## config.mk

```make
export PLATFORM = sky130hd
export DESIGN_NAME = rms_vector_distance
export DESIGN_NICKNAME = d
export VERILOG_FILES = /design/src/design/rvd_pkg.sv /design/src/design/rvd_front.sv /design/src/design/rvd_queue.sv /design/src/design/rvd_back.sv /design/src/design/rms_vector_distance.sv
export SDC_FILE = /design/constraint.sdc
export NUM_CORES = 1
export LEC_CHECK = 0
export BUFFER_PORTS_ARGS = -buffer_cell sky130_fd_sc_hd__buf_2
export CAP_MARGIN = 20
export CORE_MARGIN = 1.5
export CORE_UTILIZATION = 46
export CTS_BUF_LIST = sky130_fd_sc_hd__clkbuf_4 sky130_fd_sc_hd__clkbuf_8
export DETAILED_ROUTE_END_ITERATION = 10
export HOLD_SLACK_MARGIN = 0.02
export SLEW_MARGIN = 20
export SYNTH_ARGS = -nofsm -noshare
export SYNTH_HDL_FRONTEND = slang
export SYNTH_HIERARCHICAL = 1
export SYNTH_SLANG_ARGS = --single-unit
```

## constraint.sdc

```tcl
create_clock -name clk -period 7.4 [get_ports clk]
set_clock_uncertainty 0.2 [all_clocks]
set_input_delay 0.74 -clock clk [delete_from_list [all_inputs] [get_ports clk]]
set_output_delay 0.74 -clock clk [all_outputs]
set_load 0.01 [all_outputs]
```

## src/design/rvd_pkg.sv

```systemverilog
// Shared types and constants for the RMS vector distance block.
package rvd_pkg;

	localparam int unsigned MAX_LENGTH = 1024;
	localparam int unsigned LEN_W = 11;
	localparam int unsigned SUM_W = 42;
	localparam int unsigned ELEM_W = 16;
	localparam int unsigned SQ_W = 32;
	localparam int unsigned DIST_W = 16;
	localparam int unsigned ROOT_W = SUM_W / 2;
	localparam int unsigned SREM_W = ROOT_W + 2;
	localparam int unsigned STEP_W = 6;
	localparam int unsigned DIV_STEPS = SUM_W;
	localparam int unsigned SQRT_STEPS = ROOT_W;
	localparam int unsigned QDEPTH = 2;
	localparam int unsigned QPTR_W = $clog2(QDEPTH);
	localparam int unsigned QCNT_W = $clog2(QDEPTH + 1);

	// One finished descriptor: its sum of squares and the length it used.
	typedef struct packed {
		logic [SUM_W-1:0] sum;
		logic [LEN_W-1:0] len;
	} desc_t;

	typedef enum logic [1:0] {
		BK_IDLE,
		BK_DIV,
		BK_SQRT,
		BK_DONE
	} back_state_t;

endpackage

```

## src/design/rvd_front.sv

```systemverilog
// Front end: accepts element pairs, squares differences and accumulates a descriptor.
module rvd_front (
	input  logic                       clk,
	input  logic                       arst_n,
	input  logic                       cfg_we,
	input  logic [rvd_pkg::LEN_W-1:0]  cfg_wdata,
	input  logic                       in_valid,
	output logic                       in_ready,
	input  logic signed [rvd_pkg::ELEM_W-1:0] elem_a,
	input  logic signed [rvd_pkg::ELEM_W-1:0] elem_b,
	input  logic                       q_full,
	output logic                       push,
	output rvd_pkg::desc_t             push_data
);

	logic [rvd_pkg::LEN_W-1:0]  desc_length_q;
	logic [rvd_pkg::LEN_W-1:0]  eff_len;
	logic                       valid_s1;
	logic [rvd_pkg::SQ_W-1:0]   sq_s1;
	logic [rvd_pkg::SUM_W-1:0]  sum_q;
	logic [rvd_pkg::LEN_W-1:0]  count_q;
	logic signed [rvd_pkg::ELEM_W:0] diff;
	logic [rvd_pkg::ELEM_W:0]   mag_full;
	logic [rvd_pkg::ELEM_W-1:0] mag;
	logic [rvd_pkg::SUM_W:0]    sum_ext;
	logic [rvd_pkg::SUM_W-1:0]  sum_sat;
	logic [rvd_pkg::LEN_W:0]    count_next;
	logic                       advance;
	logic                       done;

	always_comb begin
		if (desc_length_q == '0) begin
			eff_len = rvd_pkg::LEN_W'(1);
		end else if (desc_length_q > rvd_pkg::LEN_W'(rvd_pkg::MAX_LENGTH)) begin
			eff_len = rvd_pkg::LEN_W'(rvd_pkg::MAX_LENGTH);
		end else begin
			eff_len = desc_length_q;
		end
	end

	// The magnitude of a 17-bit difference of two 16-bit values fits in 16 bits.
	assign diff     = {elem_a[rvd_pkg::ELEM_W-1], elem_a} - {elem_b[rvd_pkg::ELEM_W-1], elem_b};
	assign mag_full = diff[rvd_pkg::ELEM_W] ? (~diff + 1'b1) : diff;
	assign mag      = mag_full[rvd_pkg::ELEM_W-1:0];

	assign advance  = valid_s1 && !q_full;
	assign in_ready = !valid_s1 || !q_full;

	assign sum_ext    = {1'b0, sum_q} + {{(rvd_pkg::SUM_W + 1 - rvd_pkg::SQ_W){1'b0}}, sq_s1};
	assign sum_sat    = sum_ext[rvd_pkg::SUM_W] ? '1 : sum_ext[rvd_pkg::SUM_W-1:0];
	assign count_next = {1'b0, count_q} + 1'b1;
	assign done       = count_next >= {1'b0, eff_len};

	assign push          = advance && done;
	assign push_data.sum = sum_sat;
	assign push_data.len = eff_len;

	always_ff @(posedge clk or negedge arst_n) begin
		if (!arst_n) begin
			desc_length_q <= rvd_pkg::LEN_W'(128);
		end else if (cfg_we) begin
			desc_length_q <= cfg_wdata;
		end
	end

	always_ff @(posedge clk or negedge arst_n) begin
		if (!arst_n) begin
			valid_s1 <= 1'b0;
		end else if (in_ready) begin
			valid_s1 <= in_valid;
		end
	end

	always_ff @(posedge clk) begin
		if (in_valid && in_ready) begin
			sq_s1 <= mag * mag;
		end
	end

	always_ff @(posedge clk or negedge arst_n) begin
		if (!arst_n) begin
			sum_q   <= '0;
			count_q <= '0;
		end else if (advance) begin
			if (done) begin
				sum_q   <= '0;
				count_q <= '0;
			end else begin
				sum_q   <= sum_sat;
				count_q <= count_next[rvd_pkg::LEN_W-1:0];
			end
		end
	end

endmodule

```

## src/design/rvd_queue.sv

```systemverilog
// Two-entry queue of finished descriptors between the front and back ends.
module rvd_queue (
	input  logic           clk,
	input  logic           arst_n,
	input  logic           push,
	input  rvd_pkg::desc_t push_data,
	input  logic           pop,
	output rvd_pkg::desc_t pop_data,
	output logic           full,
	output logic           empty
);

	rvd_pkg::desc_t               entries [rvd_pkg::QDEPTH];
	logic [rvd_pkg::QPTR_W-1:0]   wr_ptr_q;
	logic [rvd_pkg::QPTR_W-1:0]   rd_ptr_q;
	logic [rvd_pkg::QCNT_W-1:0]   count_q;

	assign full     = count_q == rvd_pkg::QCNT_W'(rvd_pkg::QDEPTH);
	assign empty    = count_q == '0;
	assign pop_data = entries[rd_ptr_q];

	always_ff @(posedge clk) begin
		if (push) begin
			entries[wr_ptr_q] <= push_data;
		end
	end

	always_ff @(posedge clk or negedge arst_n) begin
		if (!arst_n) begin
			wr_ptr_q <= '0;
			rd_ptr_q <= '0;
			count_q  <= '0;
		end else begin
			if (push) begin
				wr_ptr_q <= (wr_ptr_q == rvd_pkg::QPTR_W'(rvd_pkg::QDEPTH - 1)) ? '0 : wr_ptr_q + 1'b1;
			end
			if (pop) begin
				rd_ptr_q <= (rd_ptr_q == rvd_pkg::QPTR_W'(rvd_pkg::QDEPTH - 1)) ? '0 : rd_ptr_q + 1'b1;
			end
			if (push && !pop) begin
				count_q <= count_q + 1'b1;
			end else if (pop && !push) begin
				count_q <= count_q - 1'b1;
			end
		end
	end

endmodule

```

## src/design/rvd_back.sv

```systemverilog
// Back end: divides the sum by the length, takes the integer root and holds the result word.
module rvd_back (
	input  logic                        clk,
	input  logic                        arst_n,
	input  logic                        q_empty,
	input  rvd_pkg::desc_t              q_data,
	output logic                        pop,
	output logic                        out_valid,
	input  logic                        out_ready,
	output logic [rvd_pkg::DIST_W-1:0]  distance
);

	rvd_pkg::back_state_t         state_q;
	rvd_pkg::back_state_t         state_next;
	logic [rvd_pkg::LEN_W-1:0]    len_q;
	logic [rvd_pkg::LEN_W-1:0]    rem_q;
	logic [rvd_pkg::SUM_W-1:0]    quo_q;
	logic [rvd_pkg::STEP_W-1:0]   step_q;
	logic [rvd_pkg::SREM_W-1:0]   srem_q;
	logic [rvd_pkg::ROOT_W-1:0]   root_q;
	logic [rvd_pkg::DIST_W-1:0]   dist_q;
	logic                         out_valid_q;
	logic [rvd_pkg::LEN_W:0]      div_trial;
	logic                         div_ge;
	logic [rvd_pkg::LEN_W:0]      div_diff;
	logic [rvd_pkg::SREM_W+1:0]   sq_shift;
	logic [rvd_pkg::SREM_W+1:0]   sq_trial;
	logic                         sq_ge;
	logic [rvd_pkg::SREM_W+1:0]   sq_diff;
	logic                         load;
	logic                         last_step;

	assign div_trial = {rem_q, quo_q[rvd_pkg::SUM_W-1]};
	assign div_ge    = div_trial >= {1'b0, len_q};
	assign div_diff  = div_trial - {1'b0, len_q};

	// Two bits of the quotient enter the root remainder each step.
	assign sq_shift = {srem_q, quo_q[rvd_pkg::SUM_W-1 -: 2]};
	assign sq_trial = {{(rvd_pkg::SREM_W - rvd_pkg::ROOT_W){1'b0}}, root_q, 2'b01};
	assign sq_ge    = sq_shift >= sq_trial;
	assign sq_diff  = sq_shift - sq_trial;

	assign out_valid = out_valid_q;
	assign distance  = dist_q;

	always_comb begin
		state_next = state_q;
		pop        = 1'b0;
		load       = 1'b0;
		last_step  = 1'b0;
		unique case (state_q)
			rvd_pkg::BK_IDLE: begin
				if (!q_empty) begin
					pop        = 1'b1;
					state_next = rvd_pkg::BK_DIV;
				end
			end
			rvd_pkg::BK_DIV: begin
				last_step = step_q == rvd_pkg::STEP_W'(rvd_pkg::DIV_STEPS - 1);
				if (last_step) begin
					state_next = rvd_pkg::BK_SQRT;
				end
			end
			rvd_pkg::BK_SQRT: begin
				last_step = step_q == rvd_pkg::STEP_W'(rvd_pkg::SQRT_STEPS - 1);
				if (last_step) begin
					state_next = rvd_pkg::BK_DONE;
				end
			end
			rvd_pkg::BK_DONE: begin
				if (!out_valid_q || out_ready) begin
					load       = 1'b1;
					state_next = rvd_pkg::BK_IDLE;
				end
			end
			default: begin
				state_next = rvd_pkg::BK_IDLE;
			end
		endcase
	end

	always_ff @(posedge clk or negedge arst_n) begin
		if (!arst_n) begin
			state_q <= rvd_pkg::BK_IDLE;
		end else begin
			state_q <= state_next;
		end
	end

	always_ff @(posedge clk) begin
		case (state_q)
			rvd_pkg::BK_IDLE: begin
				len_q  <= q_data.len;
				quo_q  <= q_data.sum;
				rem_q  <= '0;
				step_q <= '0;
			end
			rvd_pkg::BK_DIV: begin
				rem_q  <= div_ge ? div_diff[rvd_pkg::LEN_W-1:0] : div_trial[rvd_pkg::LEN_W-1:0];
				quo_q  <= {quo_q[rvd_pkg::SUM_W-2:0], div_ge};
				step_q <= last_step ? '0 : step_q + 1'b1;
				srem_q <= '0;
				root_q <= '0;
			end
			rvd_pkg::BK_SQRT: begin
				srem_q <= sq_ge ? sq_diff[rvd_pkg::SREM_W-1:0] : sq_shift[rvd_pkg::SREM_W-1:0];
				root_q <= {root_q[rvd_pkg::ROOT_W-2:0], sq_ge};
				quo_q  <= {quo_q[rvd_pkg::SUM_W-3:0], 2'b00};
				step_q <= step_q + 1'b1;
			end
			default: begin
			end
		endcase
		if (load) begin
			dist_q <= (root_q[rvd_pkg::ROOT_W-1:rvd_pkg::DIST_W] != '0) ? '1
			          : root_q[rvd_pkg::DIST_W-1:0];
		end
	end

	always_ff @(posedge clk or negedge arst_n) begin
		if (!arst_n) begin
			out_valid_q <= 1'b0;
		end else if (load) begin
			out_valid_q <= 1'b1;
		end else if (out_ready) begin
			out_valid_q <= 1'b0;
		end
	end

	a_div_rem_below_len: assert property (@(posedge clk) disable iff (!arst_n)
		state_q == rvd_pkg::BK_DIV |-> rem_q < len_q)
		else $error("division remainder reached the divisor");

	a_pop_only_idle: assert property (@(posedge clk) disable iff (!arst_n)
		pop |-> state_q == rvd_pkg::BK_IDLE && !q_empty)
		else $error("queue popped outside idle or while empty");

	a_load_slot_free: assert property (@(posedge clk) disable iff (!arst_n)
		load |-> !out_valid_q || out_ready)
		else $error("result word overwritten before it was taken");

	a_idle_after_load: assert property (@(posedge clk) disable iff (!arst_n)
		load |=> state_q == rvd_pkg::BK_IDLE && out_valid_q)
		else $error("result load did not return the back end to idle");

endmodule

```

## src/design/rms_vector_distance.sv

```systemverilog
// Top level of the RMS distance block: front end, descriptor queue and back end.
// One pair of signed Q4.12 elements is accepted per clock while the descriptor
// queue is not full. Each finished descriptor then occupies the back end for one
// queue pop, 42 restoring division steps, 21 two-bit square root steps and the
// load of the output register, after which the distance word is held in an output
// register until it is taken. The queue holds two finished descriptors; the input
// rate for short descriptors is limited by the shared divide and root unit, which
// takes a new descriptor only when it has loaded the result of the last. A pair's
// square is registered in the front pipeline before it reaches the accumulator.
module rms_vector_distance (
	input  logic                              clk,
	input  logic                              arst_n,
	input  logic                              cfg_we,
	input  logic [rvd_pkg::LEN_W-1:0]         cfg_wdata,
	input  logic                              in_valid,
	output logic                              in_ready,
	input  logic signed [rvd_pkg::ELEM_W-1:0] elem_a,
	input  logic signed [rvd_pkg::ELEM_W-1:0] elem_b,
	output logic                              out_valid,
	input  logic                              out_ready,
	output logic [rvd_pkg::DIST_W-1:0]        distance
);

	logic           push;
	logic           pop;
	logic           q_full;
	logic           q_empty;
	rvd_pkg::desc_t push_data;
	rvd_pkg::desc_t pop_data;

	rvd_front u_front (
		.clk       (clk),
		.arst_n    (arst_n),
		.cfg_we    (cfg_we),
		.cfg_wdata (cfg_wdata),
		.in_valid  (in_valid),
		.in_ready  (in_ready),
		.elem_a    (elem_a),
		.elem_b    (elem_b),
		.q_full    (q_full),
		.push      (push),
		.push_data (push_data)
	);

	rvd_queue u_queue (
		.clk       (clk),
		.arst_n    (arst_n),
		.push      (push),
		.push_data (push_data),
		.pop       (pop),
		.pop_data  (pop_data),
		.full      (q_full),
		.empty     (q_empty)
	);

	rvd_back u_back (
		.clk       (clk),
		.arst_n    (arst_n),
		.q_empty   (q_empty),
		.q_data    (pop_data),
		.pop       (pop),
		.out_valid (out_valid),
		.out_ready (out_ready),
		.distance  (distance)
	);

endmodule
```

# After elaboration in Yosys (flattened, before gate mapping)

Memories as Yosys holds them, arrays and structs flattened.
Cells that the tools add are included.

Flip-flop bits (word level): 234
Bits in writable memories: 106
Input bits: 48
Output and inout port bits: 18
Memories: 1

Memories:

| name            | words | width | read ports | clocked after Yosys merged registers in | wr ports | RTL line        | text |
|---|---|---|---|---|---|---|---|
| u_queue.entries | 2     | 53    | 1          | 0                                       | 1        | rvd_queue.sv:13 | `rvd_pkg::desc_t entries [rvd_pkg::QDEPTH];` |

Add/sub/neg operators: 11
Multiply operators: 1
Magnitude comparators: 4
Eq/ne operators: 10
Multiplexer cells: 32
Bitwise operators: 1
Reduce and logical (&&, ||, !) cells: 22

Operator list:

| operator              | number |
|---|---|
| $pmux 42 s3           | 1 |
| $mux 42               | 2 |
| $pmux 23 s2           | 1 |
| $mux 11               | 4 |
| $add 42x32->43        | 1 |
| $pmux 21 s2           | 1 |
| $mul 16x16->32        | 1 |
| $ge 25x23->1          | 1 |
| $ge 12x11->1          | 2 |
| $mux 23               | 1 |
| $sub 23x23->23        | 1 |
| $pmux 11 s2           | 1 |
| $pmux 6 s3            | 1 |
| $sub 16x16->17        | 1 |
| $add 16x1->16 const B | 1 |
| $mux 16               | 1 |
| $not 16->16           | 1 |
| $add 11x1->12 const B | 1 |
| $mux 2                | 6 |
| $gt 11x11->1 const B  | 1 |
| $logic_not 11->1      | 1 |
| $sub 11x11->11        | 1 |
| $mux 1                | 10 |
| $pmux 2 s4            | 1 |
| other kinds (20)      | 38 |

# Depth between registers and ports, before layout

Depth after elaboration: 9
Mapped depth: 38

# Hierarchy

The synthesis kept the hierarchy.

By module, submodules not included:

| module    | times used | cells an instance | area an instance (um^2) | sequential area each (um^2) |
|---|---|---|---|---|
| rvd_front | 1          | 1,622             | 14,254.9                | 2,558.7 |
| rvd_back  | 1          | 702               | 7,463.4                 | 3,978.8 |
| rvd_queue | 1          | 181               | 4,261.6                 | 3,283.1 |

# Worst setup path before layout

Ideal clock, no wire load.

Path type: input to register
From: in elem_a[0] (netlist name)
To: reg u_front/sq_s1[30] (netlist name) (data pin)
Library setup time: 0.258 ns
Data arrival time: 9.239 ns
Required time: 6.942 ns
Path slack: -2.297 ns
Stages: 35
Buffers on the path: 0
Cell sequence: inv_1 ha_1 fa_1 nand2b_1 a21o_1 a21o_1 o311a_1 o21bai_1 o21ai_1 o21ai_0 xor2_1 clkinv_1 nand2_1 inv_1 fa_1 inv_1 fa_1 inv_1 fa_1 inv_1 fa_1 fa_1 inv_1 fa_1 ha_1 a21oi_1 o21ai_0 a2111oi_0 o21ai_0 o211ai_1 nor2_1 o31a_1 a21o_1 a21oi_1 xnor2_1

Longest elaborated chain between the ends: 5

Ends and longest elaborated chain:

| item                   | RTL line                  | text |
|---|---|---|
| start: declaration     | rms_vector_distance.sv:17 | `input logic signed [rvd_pkg::ELEM_W-1:0] elem_a,` |
| $sub 16x16->17 *       | rvd_front.sv:42           | `assign diff = {elem_a[rvd_pkg::ELEM_W-1], elem_a} - {elem_b[rvd_pkg::ELEM_W-1], elem_b};` |
| $not 16->16            | rvd_front.sv:43           | `assign mag_full = diff[rvd_pkg::ELEM_W] ? (~diff + 1'b1) : diff;` |
| $add 16x1->16          | rvd_front.sv:43           |  |
| $mux 16 *              | rvd_front.sv:43           |  |
| $mul 16x16->32 *       | rvd_front.sv:76           | `sq_s1 <= mag * mag;` |
| end signal: assignment | rvd_front.sv:76           |  |
| end: declaration       | rvd_front.sv:19           | `logic [rvd_pkg::SQ_W-1:0] sq_s1;` |

Mark *: on every way between the ends. The rest lies on a longest branch, timed or not.
A chain may end at the register's enable or synchronous reset.

# Worst setup path after layout

Ends and elaborated chain as after synthesis.

==> impl_metrics.ini <==
[status]
status = finished with violations
failed_checks = negative setup slack

[sta]
hold_ws_ps = 156
max_slew_margin = 0.319
max_slew.worst_pin.slew_ps = 1020
fin_ws_ps = -1050
period_share = 1.14
rsz0062_at_grt = true
max_freq_mhz = 118
drv_slew = 0
fin_crit_ps = 8450
setup_viol = 19
hold_viol_final = 0

[min_path]
hp-class = input port to register
worstHoldStart = in_valid
holdPathEnd = u_front/valid_s1
hold_depth = 2

[logic_synthesis]
yosys.area.top_type_share = 0.309
synth_edf_count = 267
synth_nets = 2921
ys.flop_type = edfxtp_1
yosysSeqAreaShare = 0.378
avgSynthCellArea_sq_um = 10.4
synth-seq-cells = 339
synth_area_leader_cell = edfxtp_1
synth_cell_types = 98
syn_area_sq_um = 26000
synthArstFlopShare = 0.212
yosys_warnings = 6
synth_area_leaders = edfxtp_1 (31%), fa_1 (13%), ha_1 (9.7%)
netlist_instances = 2505

[global_routing]
overflow = 0
grtUsageTotal = 0.199
grt_pass1_vias = 19600
grt_pass1_wl_mm = 94.5
antenna_found_initial = 1
grt_max_degree = 99

[detailed_routing]
wirelength_mm = 55.6
dr.pass1.iters = 5
wl_per_cell_um = 15.3
drt_iter0_drc = 832
vias = 18700
drc = 0
post_drt_via_cell_ratio = 5.17
postRouteAntennaNets = 0

[clock_network]
path_clk_slew_ps = 60
cts_inserted_buffers = 52
cts_root_buf = clkbuf_8
clock_latency_ps = 600
cts_tree = yes
cts.path.max_buffers = 3
cts.sinks = 339
h-tree-depth = 2

[cells_and_area]
nets = 3245
area_delta_synth_final_pct = 19.4
design_area_sq_um = 31000
fillers = 4808
layout-drive-gt1-share = 0.247
final_util = 0.560

[floorplan]
rows = 86
coreArea_sq_um = 55400
die_y_um = 241
ios = 66
die_x_um = 241
initial_core_util = 0.469
die_area_sq_um = 57900

[setup_path]
r2r_start = u_front/count_q[0]
path_class = input port to register
worstPathRequired_ps = 7530
crit_path_start_kind = input port
crit_buf_inv = 8
critical-path-max-stage-delay_ps = 620
r2r_cells = 15
worstPathArrival_ps = 8580
crit_family = adder cells
cp_slowest_cell = or4_4
r2r-end = u_queue/entries[0][34]
cp_max_fo = 5
crit_top_cell = fa_1
worstSetupEndpointType = register
reg2reg_slack_ps = 2250

[place]
post_dp_cell_area_sq_um = 29200
dp_hpwl_mm = 42.3
gp_congestion = 0.902
io_buffers = 65

[run]
maxCapViolCount = 0
## kinds of logic (layout without fill, tap and decap cells)
| family | count (synthesis) | after routing | synth area share |
|---|---|---|---|
| and+or+nand+nor | 659 | 659 | 0.114 |
| AOI/OAI and AO/OA | 495 | 496 | 0.128 |
| buffers and inverters | 429 | 796 | 0.0678 |
| adders and majority gates | 368 | 368 | 0.225 |
| DFF | 339 | 339 | 0.378 |
| xor gates and xnor gates | 130 | 130 | 0.0441 |
| muxes | 85 | 85 | 0.0430 |
| other | 0 | 1 | 0 |
## final cells by class
class | count | area (sq um) | area share
Timing Repair Buffer | 355 | 2570 | 0.0828
Clock buffer | 73 | 923 | 0.0298
Tap cell | 748 | 936 | 0.0302
Sequential cell | 339 | 9820 | 0.317
Antenna cell | 1 | 2.50 | 0.0000807
Clock inverter | 25 | 180 | 0.00581
Multi-Input combinational cell | 1738 | 15300 | 0.493
Inverter | 343 | 1300 | 0.0420
## registers in the layout, summed over array words and instances (netlist names), 16 cells and up
| register | count |
|---|---|
| u_back/distance | 16 |
| u_front/sum_q | 42 |
| u_front/sq_s1 | 31 |
| u_back/srem_q | 23 |
| u_queue/entries | 106 |
| u_back/quo_q | 42 |
| u_back/root_q | 21 |
## Yosys cell counts (all sizes together) (10+ instances only)
library cell	n
nor3	24
ha	202
dfrtp	71
a211oi	32
nand3	34
buf	29
edfxtp	267
o21bai	12
o31ai	13
nor2	250
nor2b	21
or2	10
inv	337
clkbuf	57
o21a	17
mux2i	20
nand2b	19
a22o	15
mux2	65
a21oi	137
a22oi	41
o21ai	72
fa	166
a21o	77
nand4	19
xor2	48
and3	15
nand2	219
and2	13
a31oi	16
xnor2	82
## per-stage QoR
step / cells / TNS, ps / setup WS [ps]
after floorplan: 2505 / -18020 / -1410
after global placement: 3491 / -29630 / -1820
after detailed placement: 3491 / -32930 / -1980
after CTS: 3602 / -11630 / -987
after global routing: 3622 / -18440 / -1290
final: 3622 / -13910 / -1050
## worst max path at each step
stage / start / end / slack (ps) / cells past startpoint
2_1_floorplan: elem_a[0] / u_front/sq_s1[31] / -1410 / 34
3_3_place_gp: elem_a[0] / u_front/sq_s1[31] / -1820 / 35
3_5_place_dp: elem_a[0] / u_front/sq_s1[31] / -1980 / 36
4_1_cts: elem_a[0] / u_front/sq_s1[31] / -990 / 34
5_1_grt: elem_a[0] / u_front/sq_s1[30] / -1290 / 33
6_report: elem_a[0] / u_front/sq_s1[30] / -1050 / 35
## layer usage
metal,routed length [um],vias up,global-route usage
met1,23500,9071,0.235
li1,-,9264,-
met3,1440,89,0.0183
met5,0,-,0
met4,1310,0,0.0551
met2,29300,285,0.381
## what timing repair did
item,CTS,global route
setup endpoints to repair,22,23
hold buffers,0,1
setup buffers,14,19
pin swaps,55,47
endpoints found under the hold margin,0,4
cloned,1,0
gates resized for setup,57,51
## cells in the final DEF (no fill, tap or decap), types with 71 or more instances in the layout
cell and count:
inv_1 320, ha_1 182, edfxtp_1 267, a21o_1 75, fa_1 159, buf_4 281
a21oi_1 119, nand2_1 201, xnor2_1 71, nor2_1 230
Power is left out: the tool's default activity adds up to more than one toggle a clock period on the data nets, which glitch-free logic cannot reach.
